File: src/rtl/core/brp_pkg.sv
// brp_pkg: constants, opcodes and sequencer states for the byte rate pacer
// no dependencies; used by byte_rate_pacer

package brp_pkg;

   // port geometry
   localparam int TIME_BITS_DEF = 64;
   localparam int NOW_W         = 64;
   localparam int OPCODE_W      = 2;
   localparam int WAIT_W        = 17;
   localparam int RSP_FIELDS_W  = 2 * WAIT_W + 2;
   localparam int RSP_TDATA_W   = ((RSP_FIELDS_W + 7) / 8) * 8;
   localparam int RSP_PAD_W     = RSP_TDATA_W - RSP_FIELDS_W;
   localparam int SPEED_W       = 17;
   localparam int CSR_IDX_W     = 2;

   // interval constants in microseconds per byte
   localparam logic [WAIT_W-1:0] WAIT_MAX        = 17'd131071;
   localparam logic [WAIT_W-1:0] PRESET_INTERVAL = 17'd2778;
   localparam logic [WAIT_W-1:0] V23_RX_INTERVAL = 17'd66667;
   localparam logic [WAIT_W-1:0] V23_TX_INTERVAL = 17'd106667;

   // line speed limits in bit/s
   localparam logic [SPEED_W-1:0] TX_CLAMP    = 17'd56000;
   localparam logic [SPEED_W-1:0] RX_CLAMP    = 17'd33600;
   localparam logic [SPEED_W-1:0] TX_FLOOR    = 17'd1200;
   localparam logic [SPEED_W-1:0] RX_FLOOR    = 17'd75;
   localparam logic [SPEED_W-1:0] SPEED_RESET = 17'd28800;

   // effective speed = speed * 89 / 100, the /100 as a reciprocal multiply
   localparam int PROD_W      = 23;
   localparam int EFF_NUM     = 89;
   localparam int RECIP_W     = 24;
   localparam int RECIP_SHIFT = 30;
   localparam logic [RECIP_W-1:0] RECIP_100 = 24'd10737419;
   localparam int SCALE_W     = PROD_W + RECIP_W;
   localparam int EFF_W       = 16;

   // restoring divide of the byte time constant by the effective speed
   localparam int DIVIDEND_W = 23;
   localparam logic [DIVIDEND_W-1:0] USEC_PER_BYTE = 23'd8000000;
   localparam int DIV_STEPS = DIVIDEND_W;
   localparam int CNT_W     = $clog2(DIV_STEPS);

   // register indexes
   localparam logic [CSR_IDX_W-1:0] CSR_SPEED_SOURCE = 2'd0;
   localparam logic [CSR_IDX_W-1:0] CSR_TX_SPEED     = 2'd1;
   localparam logic [CSR_IDX_W-1:0] CSR_RX_SPEED     = 2'd2;

   typedef enum logic [OPCODE_W-1:0] {
      OP_QUERY = 2'd0,
      OP_RECV  = 2'd1,
      OP_SENT  = 2'd2,
      OP_PACED = 2'd3
   } opcode_type;

   typedef enum logic [4:0] {
      ST_IDLE  = 5'b00001,
      ST_MUL   = 5'b00010,
      ST_SCALE = 5'b00100,
      ST_DIV   = 5'b01000,
      ST_DONE  = 5'b10000
   } seq_state_type;

endpackage

File: src/rtl/core/byte_rate_pacer.sv
// byte_rate_pacer: per-direction byte pacing with interval recompute after csr writes
// depends on brp_pkg
//
//  channel | dir | handshake           | payload
//  req     | in  | req_tvalid/tready   | tdata: now_usec; tuser: opcode
//  rsp     | out | rsp_tvalid/tready   | tdata: read_wait, write_wait, read_ready, write_ready
//  csr     | in  | csr_we              | csr_index, csr_wdata
//
// one transaction per cycle unless stalled; result registered, valid the cycle after acceptance
// a csr write to a known index starts an interval recompute (multiply, reciprocal
// scale, 23-step restoring divide, load); req_tready stays low through it
// rsp stalls hold the result register and backpressure req the same cycle
// reset is synchronous; intervals come up at the 28.8K preset, no recompute needed

module byte_rate_pacer #(
   parameter int TIME_BITS = brp_pkg::TIME_BITS_DEF
) (
   input  logic                            clock,
   input  logic                            reset,
   input  logic                            req_tvalid,
   output logic                            req_tready,
   input  logic [brp_pkg::NOW_W-1:0]       req_tdata,   // [63:0] now_usec
   input  logic [brp_pkg::OPCODE_W-1:0]    req_tuser,   // [1:0] opcode
   output logic                            rsp_tvalid,
   input  logic                            rsp_tready,
   // [16:0] read_wait_usec, [33:17] write_wait_usec, [34] read_ready, [35] write_ready
   output logic [brp_pkg::RSP_TDATA_W-1:0] rsp_tdata,
   input  logic                            csr_we,
   input  logic [brp_pkg::CSR_IDX_W-1:0]   csr_index,
   input  logic [brp_pkg::SPEED_W-1:0]     csr_wdata
);

   localparam int WAIT_W = brp_pkg::WAIT_W;
   localparam int EFF_W  = brp_pkg::EFF_W;
   localparam int DIV_W  = brp_pkg::DIVIDEND_W;
   localparam int SCALE_W_L = brp_pkg::SCALE_W;

   // configuration registers
   logic                          src_ff, src_in;
   logic [brp_pkg::SPEED_W-1:0]   tx_speed_ff, tx_speed_in;
   logic [brp_pkg::SPEED_W-1:0]   rx_speed_ff, rx_speed_in;
   logic                          cfg_hit;

   // pacing state
   logic [TIME_BITS-1:0]          next_recv_ff, next_recv_in;
   logic [TIME_BITS-1:0]          next_send_ff, next_send_in;
   logic [WAIT_W-1:0]             recv_interval_ff, recv_interval_in;
   logic [WAIT_W-1:0]             send_interval_ff, send_interval_in;

   // result register
   logic                          rsp_valid_ff, rsp_valid_in;
   logic [brp_pkg::RSP_TDATA_W-1:0] rsp_data_ff, rsp_data_in;

   // recompute sequencer
   brp_pkg::seq_state_type        state_ff, state_in;
   logic [brp_pkg::PROD_W-1:0]    rx_prod_ff, rx_prod_in, tx_prod_ff, tx_prod_in;
   logic [EFF_W-1:0]              rx_eff_ff, rx_eff_in, tx_eff_ff, tx_eff_in;
   logic [EFF_W-1:0]              rx_rem_ff, rx_rem_in, tx_rem_ff, tx_rem_in;
   logic [DIV_W-1:0]              rx_quot_ff, rx_quot_in, tx_quot_ff, tx_quot_in;
   logic [DIV_W-1:0]              dvd_ff, dvd_in;
   logic [brp_pkg::CNT_W-1:0]     cnt_ff, cnt_in;

   // datapath signals
   logic                          req_fire;
   logic [TIME_BITS-1:0]          now_t;
   logic                          rx_late, tx_late;
   logic [TIME_BITS-1:0]          rx_diff, tx_diff;
   logic [WAIT_W-1:0]             rx_wait, tx_wait;
   logic [TIME_BITS-1:0]          paced_base;
   logic [SCALE_W_L-1:0]          rx_scaled, tx_scaled;
   logic [EFF_W:0]                rx_trial, tx_trial;
   logic                          rx_qbit, tx_qbit;
   logic [brp_pkg::SPEED_W-1:0]   rx_clamped, tx_clamped;
   brp_pkg::opcode_type           opcode;

   assign cfg_hit = csr_we && (csr_index == brp_pkg::CSR_SPEED_SOURCE ||
                               csr_index == brp_pkg::CSR_TX_SPEED ||
                               csr_index == brp_pkg::CSR_RX_SPEED);

   assign req_tready = (state_ff == brp_pkg::ST_IDLE) && !cfg_hit &&
                       (!rsp_valid_ff || rsp_tready);
   assign req_fire   = req_tvalid && req_tready;
   assign rsp_tvalid = rsp_valid_ff;
   assign rsp_tdata  = rsp_data_ff;

   assign now_t  = req_tdata[TIME_BITS-1:0];
   assign opcode = brp_pkg::opcode_type'(req_tuser);

   // waits against the state before this transaction's update
   always_comb begin
      rx_late = now_t < next_recv_ff;
      tx_late = now_t < next_send_ff;
      rx_diff = next_recv_ff - now_t;
      tx_diff = next_send_ff - now_t;
      if (!rx_late) begin
         rx_wait = '0;
      end else if (|rx_diff[TIME_BITS-1:WAIT_W]) begin
         rx_wait = brp_pkg::WAIT_MAX;
      end else begin
         rx_wait = rx_diff[WAIT_W-1:0];
      end
      if (!tx_late) begin
         tx_wait = '0;
      end else if (|tx_diff[TIME_BITS-1:WAIT_W]) begin
         tx_wait = brp_pkg::WAIT_MAX;
      end else begin
         tx_wait = tx_diff[WAIT_W-1:0];
      end
      paced_base = tx_late ? next_send_ff : now_t;
   end

   always_comb begin
      next_recv_in = next_recv_ff;
      next_send_in = next_send_ff;
      rsp_valid_in = rsp_valid_ff;
      rsp_data_in  = rsp_data_ff;
      if (rsp_valid_ff && rsp_tready) begin
         rsp_valid_in = 1'b0;
      end
      if (req_fire) begin
         rsp_valid_in = 1'b1;
         rsp_data_in  = {{brp_pkg::RSP_PAD_W{1'b0}}, !tx_late, !rx_late, tx_wait, rx_wait};
         unique case (opcode)
            brp_pkg::OP_QUERY: begin
            end
            brp_pkg::OP_RECV: begin
               next_recv_in = now_t + TIME_BITS'(recv_interval_ff);
            end
            brp_pkg::OP_SENT: begin
               next_send_in = now_t + TIME_BITS'(send_interval_ff);
            end
            brp_pkg::OP_PACED: begin
               next_send_in = paced_base + TIME_BITS'(send_interval_ff);
            end
            default: begin
            end
         endcase
      end
   end

   // configuration writes
   always_comb begin
      src_in      = src_ff;
      tx_speed_in = tx_speed_ff;
      rx_speed_in = rx_speed_ff;
      if (csr_we) begin
         unique case (csr_index)
            brp_pkg::CSR_SPEED_SOURCE: src_in      = csr_wdata[0];
            brp_pkg::CSR_TX_SPEED:     tx_speed_in = csr_wdata;
            brp_pkg::CSR_RX_SPEED:     rx_speed_in = csr_wdata;
            default: begin
            end
         endcase
      end
   end

   // interval recompute: clamp and *89, reciprocal /100, then bit-serial divide
   always_comb begin
      rx_clamped = (rx_speed_ff > brp_pkg::RX_CLAMP) ? brp_pkg::RX_CLAMP : rx_speed_ff;
      tx_clamped = (tx_speed_ff > brp_pkg::TX_CLAMP) ? brp_pkg::TX_CLAMP : tx_speed_ff;
      rx_scaled  = SCALE_W_L'(rx_prod_ff) * SCALE_W_L'(brp_pkg::RECIP_100);
      tx_scaled  = SCALE_W_L'(tx_prod_ff) * SCALE_W_L'(brp_pkg::RECIP_100);
      rx_trial   = {rx_rem_ff, dvd_ff[DIV_W-1]};
      tx_trial   = {tx_rem_ff, dvd_ff[DIV_W-1]};
      rx_qbit    = rx_trial >= {1'b0, rx_eff_ff};
      tx_qbit    = tx_trial >= {1'b0, tx_eff_ff};

      state_in         = state_ff;
      rx_prod_in       = rx_prod_ff;
      tx_prod_in       = tx_prod_ff;
      rx_eff_in        = rx_eff_ff;
      tx_eff_in        = tx_eff_ff;
      rx_rem_in        = rx_rem_ff;
      tx_rem_in        = tx_rem_ff;
      rx_quot_in       = rx_quot_ff;
      tx_quot_in       = tx_quot_ff;
      dvd_in           = dvd_ff;
      cnt_in           = cnt_ff;
      recv_interval_in = recv_interval_ff;
      send_interval_in = send_interval_ff;

      unique case (state_ff)
         brp_pkg::ST_IDLE: begin
         end
         brp_pkg::ST_MUL: begin
            rx_prod_in = brp_pkg::PROD_W'(rx_clamped) * brp_pkg::PROD_W'(brp_pkg::EFF_NUM);
            tx_prod_in = brp_pkg::PROD_W'(tx_clamped) * brp_pkg::PROD_W'(brp_pkg::EFF_NUM);
            state_in   = brp_pkg::ST_SCALE;
         end
         brp_pkg::ST_SCALE: begin
            rx_eff_in  = rx_scaled[brp_pkg::RECIP_SHIFT +: EFF_W];
            tx_eff_in  = tx_scaled[brp_pkg::RECIP_SHIFT +: EFF_W];
            rx_rem_in  = '0;
            tx_rem_in  = '0;
            rx_quot_in = '0;
            tx_quot_in = '0;
            dvd_in     = brp_pkg::USEC_PER_BYTE;
            cnt_in     = '0;
            state_in   = brp_pkg::ST_DIV;
         end
         brp_pkg::ST_DIV: begin
            rx_rem_in  = rx_qbit ? EFF_W'(rx_trial - {1'b0, rx_eff_ff}) : rx_trial[EFF_W-1:0];
            tx_rem_in  = tx_qbit ? EFF_W'(tx_trial - {1'b0, tx_eff_ff}) : tx_trial[EFF_W-1:0];
            rx_quot_in = {rx_quot_ff[DIV_W-2:0], rx_qbit};
            tx_quot_in = {tx_quot_ff[DIV_W-2:0], tx_qbit};
            dvd_in     = {dvd_ff[DIV_W-2:0], 1'b0};
            cnt_in     = cnt_ff + 1'b1;
            if (cnt_ff == brp_pkg::CNT_W'(brp_pkg::DIV_STEPS - 1)) begin
               state_in = brp_pkg::ST_DONE;
            end
         end
         brp_pkg::ST_DONE: begin
            priority if (!src_ff) begin
               recv_interval_in = brp_pkg::PRESET_INTERVAL;
               send_interval_in = brp_pkg::PRESET_INTERVAL;
            end else if (tx_speed_ff <= brp_pkg::TX_FLOOR ||
                         rx_speed_ff <= brp_pkg::RX_FLOOR) begin
               recv_interval_in = brp_pkg::V23_RX_INTERVAL;
               send_interval_in = brp_pkg::V23_TX_INTERVAL;
            end else begin
               recv_interval_in = (rx_eff_ff == '0) ? brp_pkg::WAIT_MAX
                                                    : rx_quot_ff[WAIT_W-1:0];
               send_interval_in = (tx_eff_ff == '0) ? brp_pkg::WAIT_MAX
                                                    : tx_quot_ff[WAIT_W-1:0];
            end
            state_in = brp_pkg::ST_IDLE;
         end
         default: begin
            state_in = brp_pkg::ST_IDLE;
         end
      endcase

      // a fresh write restarts the recompute from the top
      if (cfg_hit) begin
         state_in = brp_pkg::ST_MUL;
      end
   end

   always_ff @(posedge clock) begin
      if (reset) begin
         src_ff           <= 1'b0;
         tx_speed_ff      <= brp_pkg::SPEED_RESET;
         rx_speed_ff      <= brp_pkg::SPEED_RESET;
         next_recv_ff     <= '0;
         next_send_ff     <= '0;
         recv_interval_ff <= brp_pkg::PRESET_INTERVAL;
         send_interval_ff <= brp_pkg::PRESET_INTERVAL;
         rsp_valid_ff     <= 1'b0;
         state_ff         <= brp_pkg::ST_IDLE;
         cnt_ff           <= '0;
      end else begin
         src_ff           <= src_in;
         tx_speed_ff      <= tx_speed_in;
         rx_speed_ff      <= rx_speed_in;
         next_recv_ff     <= next_recv_in;
         next_send_ff     <= next_send_in;
         recv_interval_ff <= recv_interval_in;
         send_interval_ff <= send_interval_in;
         rsp_valid_ff     <= rsp_valid_in;
         state_ff         <= state_in;
         cnt_ff           <= cnt_in;
      end
   end

   always_ff @(posedge clock) begin
      rsp_data_ff <= rsp_data_in;
      rx_prod_ff  <= rx_prod_in;
      tx_prod_ff  <= tx_prod_in;
      rx_eff_ff   <= rx_eff_in;
      tx_eff_ff   <= tx_eff_in;
      rx_rem_ff   <= rx_rem_in;
      tx_rem_ff   <= tx_rem_in;
      rx_quot_ff  <= rx_quot_in;
      tx_quot_ff  <= tx_quot_in;
      dvd_ff      <= dvd_in;
   end

   // a zero wait and the ready flag always agree
   a_read_ready_wait: assert property (@(posedge clock) disable iff (reset)
      rsp_valid_ff |-> (rsp_data_ff[2*WAIT_W] == (rsp_data_ff[WAIT_W-1:0] == '0)))
      else $error("read_ready disagrees with read wait");

   a_write_ready_wait: assert property (@(posedge clock) disable iff (reset)
      rsp_valid_ff |-> (rsp_data_ff[2*WAIT_W+1] == (rsp_data_ff[2*WAIT_W-1:WAIT_W] == '0)))
      else $error("write_ready disagrees with write wait");

   // no transaction may use intervals while they are being recomputed
   a_no_accept_busy: assert property (@(posedge clock) disable iff (reset)
      (state_ff != brp_pkg::ST_IDLE) |-> !req_fire)
      else $error("transaction accepted during interval recompute");

   // a finished recompute never leaves a zero interval
   a_interval_nonzero: assert property (@(posedge clock) disable iff (reset)
      (state_ff == brp_pkg::ST_DONE && !cfg_hit) |=>
         (recv_interval_ff != '0 && send_interval_ff != '0))
      else $error("zero interval after recompute");

endmodule
File: config.mk
export PLATFORM = sky130hd
export DESIGN_NAME = byte_rate_pacer
export DESIGN_NICKNAME = d
export VERILOG_FILES = /design/src/rtl/core/brp_pkg.sv /design/src/rtl/core/byte_rate_pacer.sv
export SDC_FILE = /design/constraint.sdc
export NUM_CORES = 2
export LEC_CHECK = 0
export ABC_AREA = 1
export BUFFER_PORTS_ARGS = -buffer_cell sky130_fd_sc_hd__buf_2
export CORE_UTILIZATION = 45
export DETAILED_ROUTE_END_ITERATION = 8
export GPL_TIMING_DRIVEN = 1
export PLACE_DENSITY = 0.66
export RECOVER_POWER = 50
export SLEW_MARGIN = 5
export SYNTH_ARGS = -nofsm -noshare
export SYNTH_HDL_FRONTEND = slang
export SYNTH_SLANG_ARGS = --single-unit
File: constraint.sdc
create_clock -name clock -period 8.5 [get_ports clock]
set_input_delay 0 -clock clock [delete_from_list [all_inputs] [get_ports clock]]
set_output_delay 0 -clock clock [all_outputs]
set_load 0.03 [all_outputs]
== After elaboration in Yosys (flattened, before gate mapping) ==
Cells that the tools add are included.
Operators by class
  eq/ne operators: 14
  magnitude comparators: 8
  multipliers: 4
  reduce and logical (&&, ||, !) cells: 29
  bitwise logic cells: 1
  add/subtract/negate cells: 8
  mux-type cells: 25
Operator list (number)
  $add A64 B17 Y64: 3
  $mux W17: 10
  $lt A64 B64 Y1: 2
  $pmux W64 S2: 1
  $sub A64 B64 Y64: 2
  $reduce_or A47 Y1: 2
  $mul A23 B24 Y46 const B: 2
  $pmux W17 S2: 2
  $mux W64: 1
  $pmux W16 S2: 2
  $mul A17 B7 Y23 const B: 2
  $pmux W23 S2: 1
  $ge A17 B16 Y1: 2
  $gt A17 B16 Y1 const B: 2
  $logic_not A16 Y1: 2
  $mux W16: 2
  $sub A16 B16 Y16: 2
  $pmux W5 S4: 1
  $le A17 B11 Y1 const B: 1
  $le A17 B7 Y1 const B: 1
  $reduce_and A2 Y1: 7
  $eq A5 B5 Y1 const B: 2
  $pmux W5 S2: 1
  $eq A2 B2 Y1 const B: 3
  other kinds (18): 33
Storage, ports and cells
  input bits: 90
  word-level logic and storage cells: 112
  bits in registers: 411

== Depth between registers and ports, before layout ==
  depth in word-level cells: 9
  gate-level depth with buffers: 40

== Worst setup path before layout ==
OpenSTA, ideal clock, no wires.
  kind: register to register
  start: register tx_prod_ff[6] (netlist name)
  end: register tx_eff_ff[12], data pin
  clock period less this slack: 5.931 ns
  setup slack: 2.569 ns
  stages on the path, launching flop included: 26
  data required time: 8.238 ns
  data arrival time: 5.669 ns
  cell sequence: edfxtp_1 inv_1 fa_1 inv_1 fa_1 inv_1 fa_1 fa_1 inv_1 fa_1 fa_1 inv_1 fa_1 inv_1 ha_1 nand2_1 nor2_1 nand2_1 o211ai_1 a221oi_1 nand2_1 nand2_1 nand2_1 a21o_1 a21oi_1 xor2_1
Between the ends
  longest elaborated chain between the ends: 1
RTL lines
  from (decl): RTL line byte_rate_pacer.sv:56  | logic [brp_pkg::PROD_W-1:0] rx_prod_ff, rx_prod_in, tx_prod_ff, tx_prod_in;
  from (signal assigned): RTL line byte_rate_pacer.sv:268  | tx_prod_ff <= tx_prod_in;
  $mul A23 B24 Y46: RTL line byte_rate_pacer.sv:162  | tx_scaled = SCALE_W_L'(tx_prod_ff) * SCALE_W_L'(brp_pkg::RECIP_100);
  via tx_scaled[42]: RTL line byte_rate_pacer.sv:70  | logic [SCALE_W_L-1:0] rx_scaled, tx_scaled;
  to (signal assigned): RTL line byte_rate_pacer.sv:270  | tx_eff_ff <= tx_eff_in;
  to (decl): RTL line byte_rate_pacer.sv:57  | logic [EFF_W-1:0] rx_eff_ff, rx_eff_in, tx_eff_ff, tx_eff_in;
The timed path passes the listed nets, and every way through them passes these cells.
A chain may end at the register's enable or synchronous reset.

== Final worst setup path ==
  start: register next_send_ff[0]
  end: register next_send_ff[48]
Between the ends
  longest elaborated chain between the ends: 4
RTL lines
  from (decl): RTL line byte_rate_pacer.sv:46  | logic [TIME_BITS-1:0] next_send_ff, next_send_in;
  from (signal assigned): RTL line byte_rate_pacer.sv:256  | next_send_ff <= next_send_in;
  $lt A64 B64 Y1: RTL line byte_rate_pacer.sv:92  | tx_late = now_t < next_send_ff;
  $mux W64 (*): RTL line byte_rate_pacer.sv:109  | paced_base = tx_late ? next_send_ff : now_t;
  $add A64 B17 Y64 (*): RTL line byte_rate_pacer.sv:133  | next_send_in = paced_base + TIME_BITS'(send_interval_ff);
  $pmux W64 S2 (*): RTL line byte_rate_pacer.sv:123  | unique case (opcode)
Every way passes the cells marked *; elsewhere a longest branch is shown, timed or not.

==> flow_summary_export.csv <==
group,metric,value,unit
drt,drt-wirelength-per-cell,20.1,um
synth,ys_seq_area_share,18.2,%
layout,drive_gt1_share,4.50,%
critical_path,slowest_stage,"dlygate4sd3_1",
sta,post-route-period-util,85.5,%
sta,worst_pin_slew,3.93,ns
critical_path,path_class,"reg -> reg",
critical_path,worstPathRequired,9.03,ns
critical_path,crit_top_cell,"nand2_1",
sta,hold_violations,0,
synth,synth-async-reset-ratio,0,%
clocking,post_cts_buffers,0,
drt,vias,49100,
grt,grt_pass1_vias,48300,
clocking,clk_latency,0.69,ns
layout,final_cell_mix,"inv_1, nand2_1, ha_1, nor2_1, a21oi_1",
critical_path,startpoint_type,"flop",
grt,met1_usage,40.5,%
synth,avgSynthCellArea,7.63,um2
min_path,hold_path.class,"in -> reg",
run_status,status,"complete, but fails checks",
synth,synth_fa_ha_area_share,34.5,%
critical_path,cp-end-kind,"flop",
grt,grt_overflow,0,
die,start_util,45.5,%
clocking,clock_sinks,402,
clocking,cts_htree_levels,2,
synth,synthFlopType,"dfxtp_1",
sta,relSlewSlack,-162,%
drt,viasPerCell,5.43,
die,core,0.120,mm2
critical_path,max_stage_delay,0.55,ns
flow_run,maxCapViolCount,10,
die,ios,132,
sta,drv_slew,434,
drt,dr.first_iter.drc_count,4348,
layout,syn_to_final_growth,9.19,%
sta,finalSetupTns,0,ns
layout,final_common_cell,"inv_1",
power_and_ir_drop,power,19.2,mW
die,rows,127,
drt,ant_nets,0,
clocking,clockRootBuffer,"clkbuf_16",
synth,synth_top_family_by_area,"adder cells",
die,die_area,0.123,mm2
clocking,clk_path_buf_depth,3,
drt,wl,181,mm
sta,setup_viol,0,
synth,syn_area,0.0548,mm2
drt,drc,0,
grt,grt_usage,29.4,%
synth,ys_ff_latch,402,
layout,fin_nets,8718,
grt,grtUsageMet2,46.8,%
synth,synth-edff-count,194,
clocking,cts_inserted_buffers,53,
sta,rsz0062_at_grt,"no",
grt,grt-busiest-layer,"met2",
clocking,cts.hold.buffers_added,102,
synth,synth.area.mux_share,0,%
grt,grt_use_met3,4.64,%
place,gp_congestion,1.04,
grt,grt_max_degree,104,
sta,max_freq,138,MHz
place,numPortBuffers,127,
clocking,cts_tree,"built",
place,hpwlAfterDp,152,mm
clocking,clk_pin_slew,0.06,ns
die,die_w,351,um
clocking,cts_resized,0,
run_status,violations,"max-capacitance violations, max-slew violations",
critical_path,arrival,7.79,ns
synth,netlist-cell-type-count,62,
sta,min_period,7.27,ns
grt,antenna_found_initial,7,
synth,synth_xor_area_share,4.19,%
critical_path,path_max_fanout,32,
sta,fin_skew,0.0733,ns
synth,syn_inst,7182,
power_and_ir_drop,vdd_drop_max,543,uV
synth,yosys.area_share.simple,18.6,%
drt,detailedRoute.firstPassIterationCount,8,
synth,yosys_warnings,0,
grt,grt_pass1_wl,279,mm
power_and_ir_drop,p_leak,30.1,nW
die,die_y,351,um
power_and_ir_drop,powerDensity,322,mW/mm2
synth,synth_compound_area_share,12.6,%
## metrics by stage
stage | utilization, % | hold slack [ns] | instance area (um2) | instances | worst slack [ns]
CTS | 49.8 | 0.00355 | 59900 | 9038 | 1.40
finish | 49.7 | 0.0449 | 59800 | 9043 | 1.23
global placement | 47.5 | 0.220 | 57100 | 8837 | 1.94
detailed placement | 47.5 | 0.246 | 57100 | 8837 | 1.89
floorplan | - | 0.113 | 54800 | 7190 | 2.57
global route | 49.7 | 0.0590 | 59800 | 9043 | 0.847
## registers in the layout, indices dropped and copies added, names as in the netlist, 17 cells and up
name,count
next_recv_ff,64
rx_quot_ff,17
rsp_tdata,36
rx_speed_ff,17
send_interval_ff,17
recv_interval_ff,17
rx_prod_ff,23
tx_prod_ff,23
next_send_ff,64
tx_speed_ff,17
tx_quot_ff,17
## routing by layer
layer	vias to the layer above	share of wire [%]
met3	287	7.8
met1	23400	44
met4	0	3.6
met2	1784	44
li1	23600	-
met5	-	0
## report_power, final
part	leakage (nW)	internal (mW)	switching, mW	total (mW)
combinational	25.8	5.42	8.82	14.2
sequential	3.39	2.53	0.0684	2.60
clock	0.876	1.37	1.03	2.40
total	30.1	9.33	9.91	19.2
## cells by family (layout without fill, tap and decap cells)
group	Yosys count	after routing
AO/OA/AOI/OAI	1239	1239
XOR/XNOR	262	262
adder cells (fa/ha/maj)	1246	1246
buffers and inverters	1677	1913
flip-flops	402	402
other	2	15
AND/OR/NAND/NOR	2354	2354
## cell type report
cell class | count | area [um2]
Tap cell | 1612 | 2020
Clock buffer | 78 | 1560
Fill cell | 12000 | 60500
Timing Repair Buffer | 254 | 1760
Inverter | 1560 | 5860
Multi-Input combinational cell | 5111 | 38400
Antenna cell | 5 | 12.5
Clock inverter | 21 | 253
Sequential cell | 402 | 9990
## synthesized netlist by cell type, types with 11 or more instances
cell type	n	area [um2]
buf_6	14	158
dfxtp_1	208	4160
fa_1	444	8890
nand3b_1	11	82.6
o211ai_1	48	360
o21bai_1	57	428
edfxtp_1	194	5830
nand2_1	1124	4220
inv_2	28	105
nand3_1	255	1280
nor2_1	574	2150
xor2_1	156	1370
nor2_4	11	124
nor2_2	40	250
o21ai_0	357	1790
o21a_1	21	158
ha_1	802	10000
nor3_1	82	410
a21o_1	39	293
nand4_1	141	882
xnor2_1	106	928
a21oi_1	566	2830
or2_2	24	150
nand2_2	22	138
inv_1	1527	5730
a31oi_1	50	313
o21ai_1	23	115
clkbuf_1	73	274
nor4_1	46	288
a21boi_0	18	135
## worst max-delay path: cells and delay by family (launching register included)
family | cells | cell delay (ns)
AND/OR/NAND/NOR | 23 | 3.34
adder cells (fa/ha/maj) | 3 | 1.06
buffers and inverters | 5 | 1.15
AO/OA/AOI/OAI | 5 | 1.22
flip-flops | 1 | 0.31
## final timing paths
path              slack, ns  depth (start not counted)                       endpoint                         start
setup / recovery       1.23                         36  next_send_ff[48]$_SDFFE_PP0P_  next_send_ff[0]$_SDFFE_PP0P_
hold / removal         0.04                          7  next_recv_ff[44]$_SDFFE_PP0P_                 req_tdata[41]
setup reg to reg       1.23                         36  next_send_ff[48]$_SDFFE_PP0P_  next_send_ff[0]$_SDFFE_PP0P_
hold reg to reg        0.48                          2    tx_speed_ff[1]$_SDFFE_PP0P_   tx_speed_ff[1]$_SDFFE_PP0P_
(Power assumes the default switching activity.)
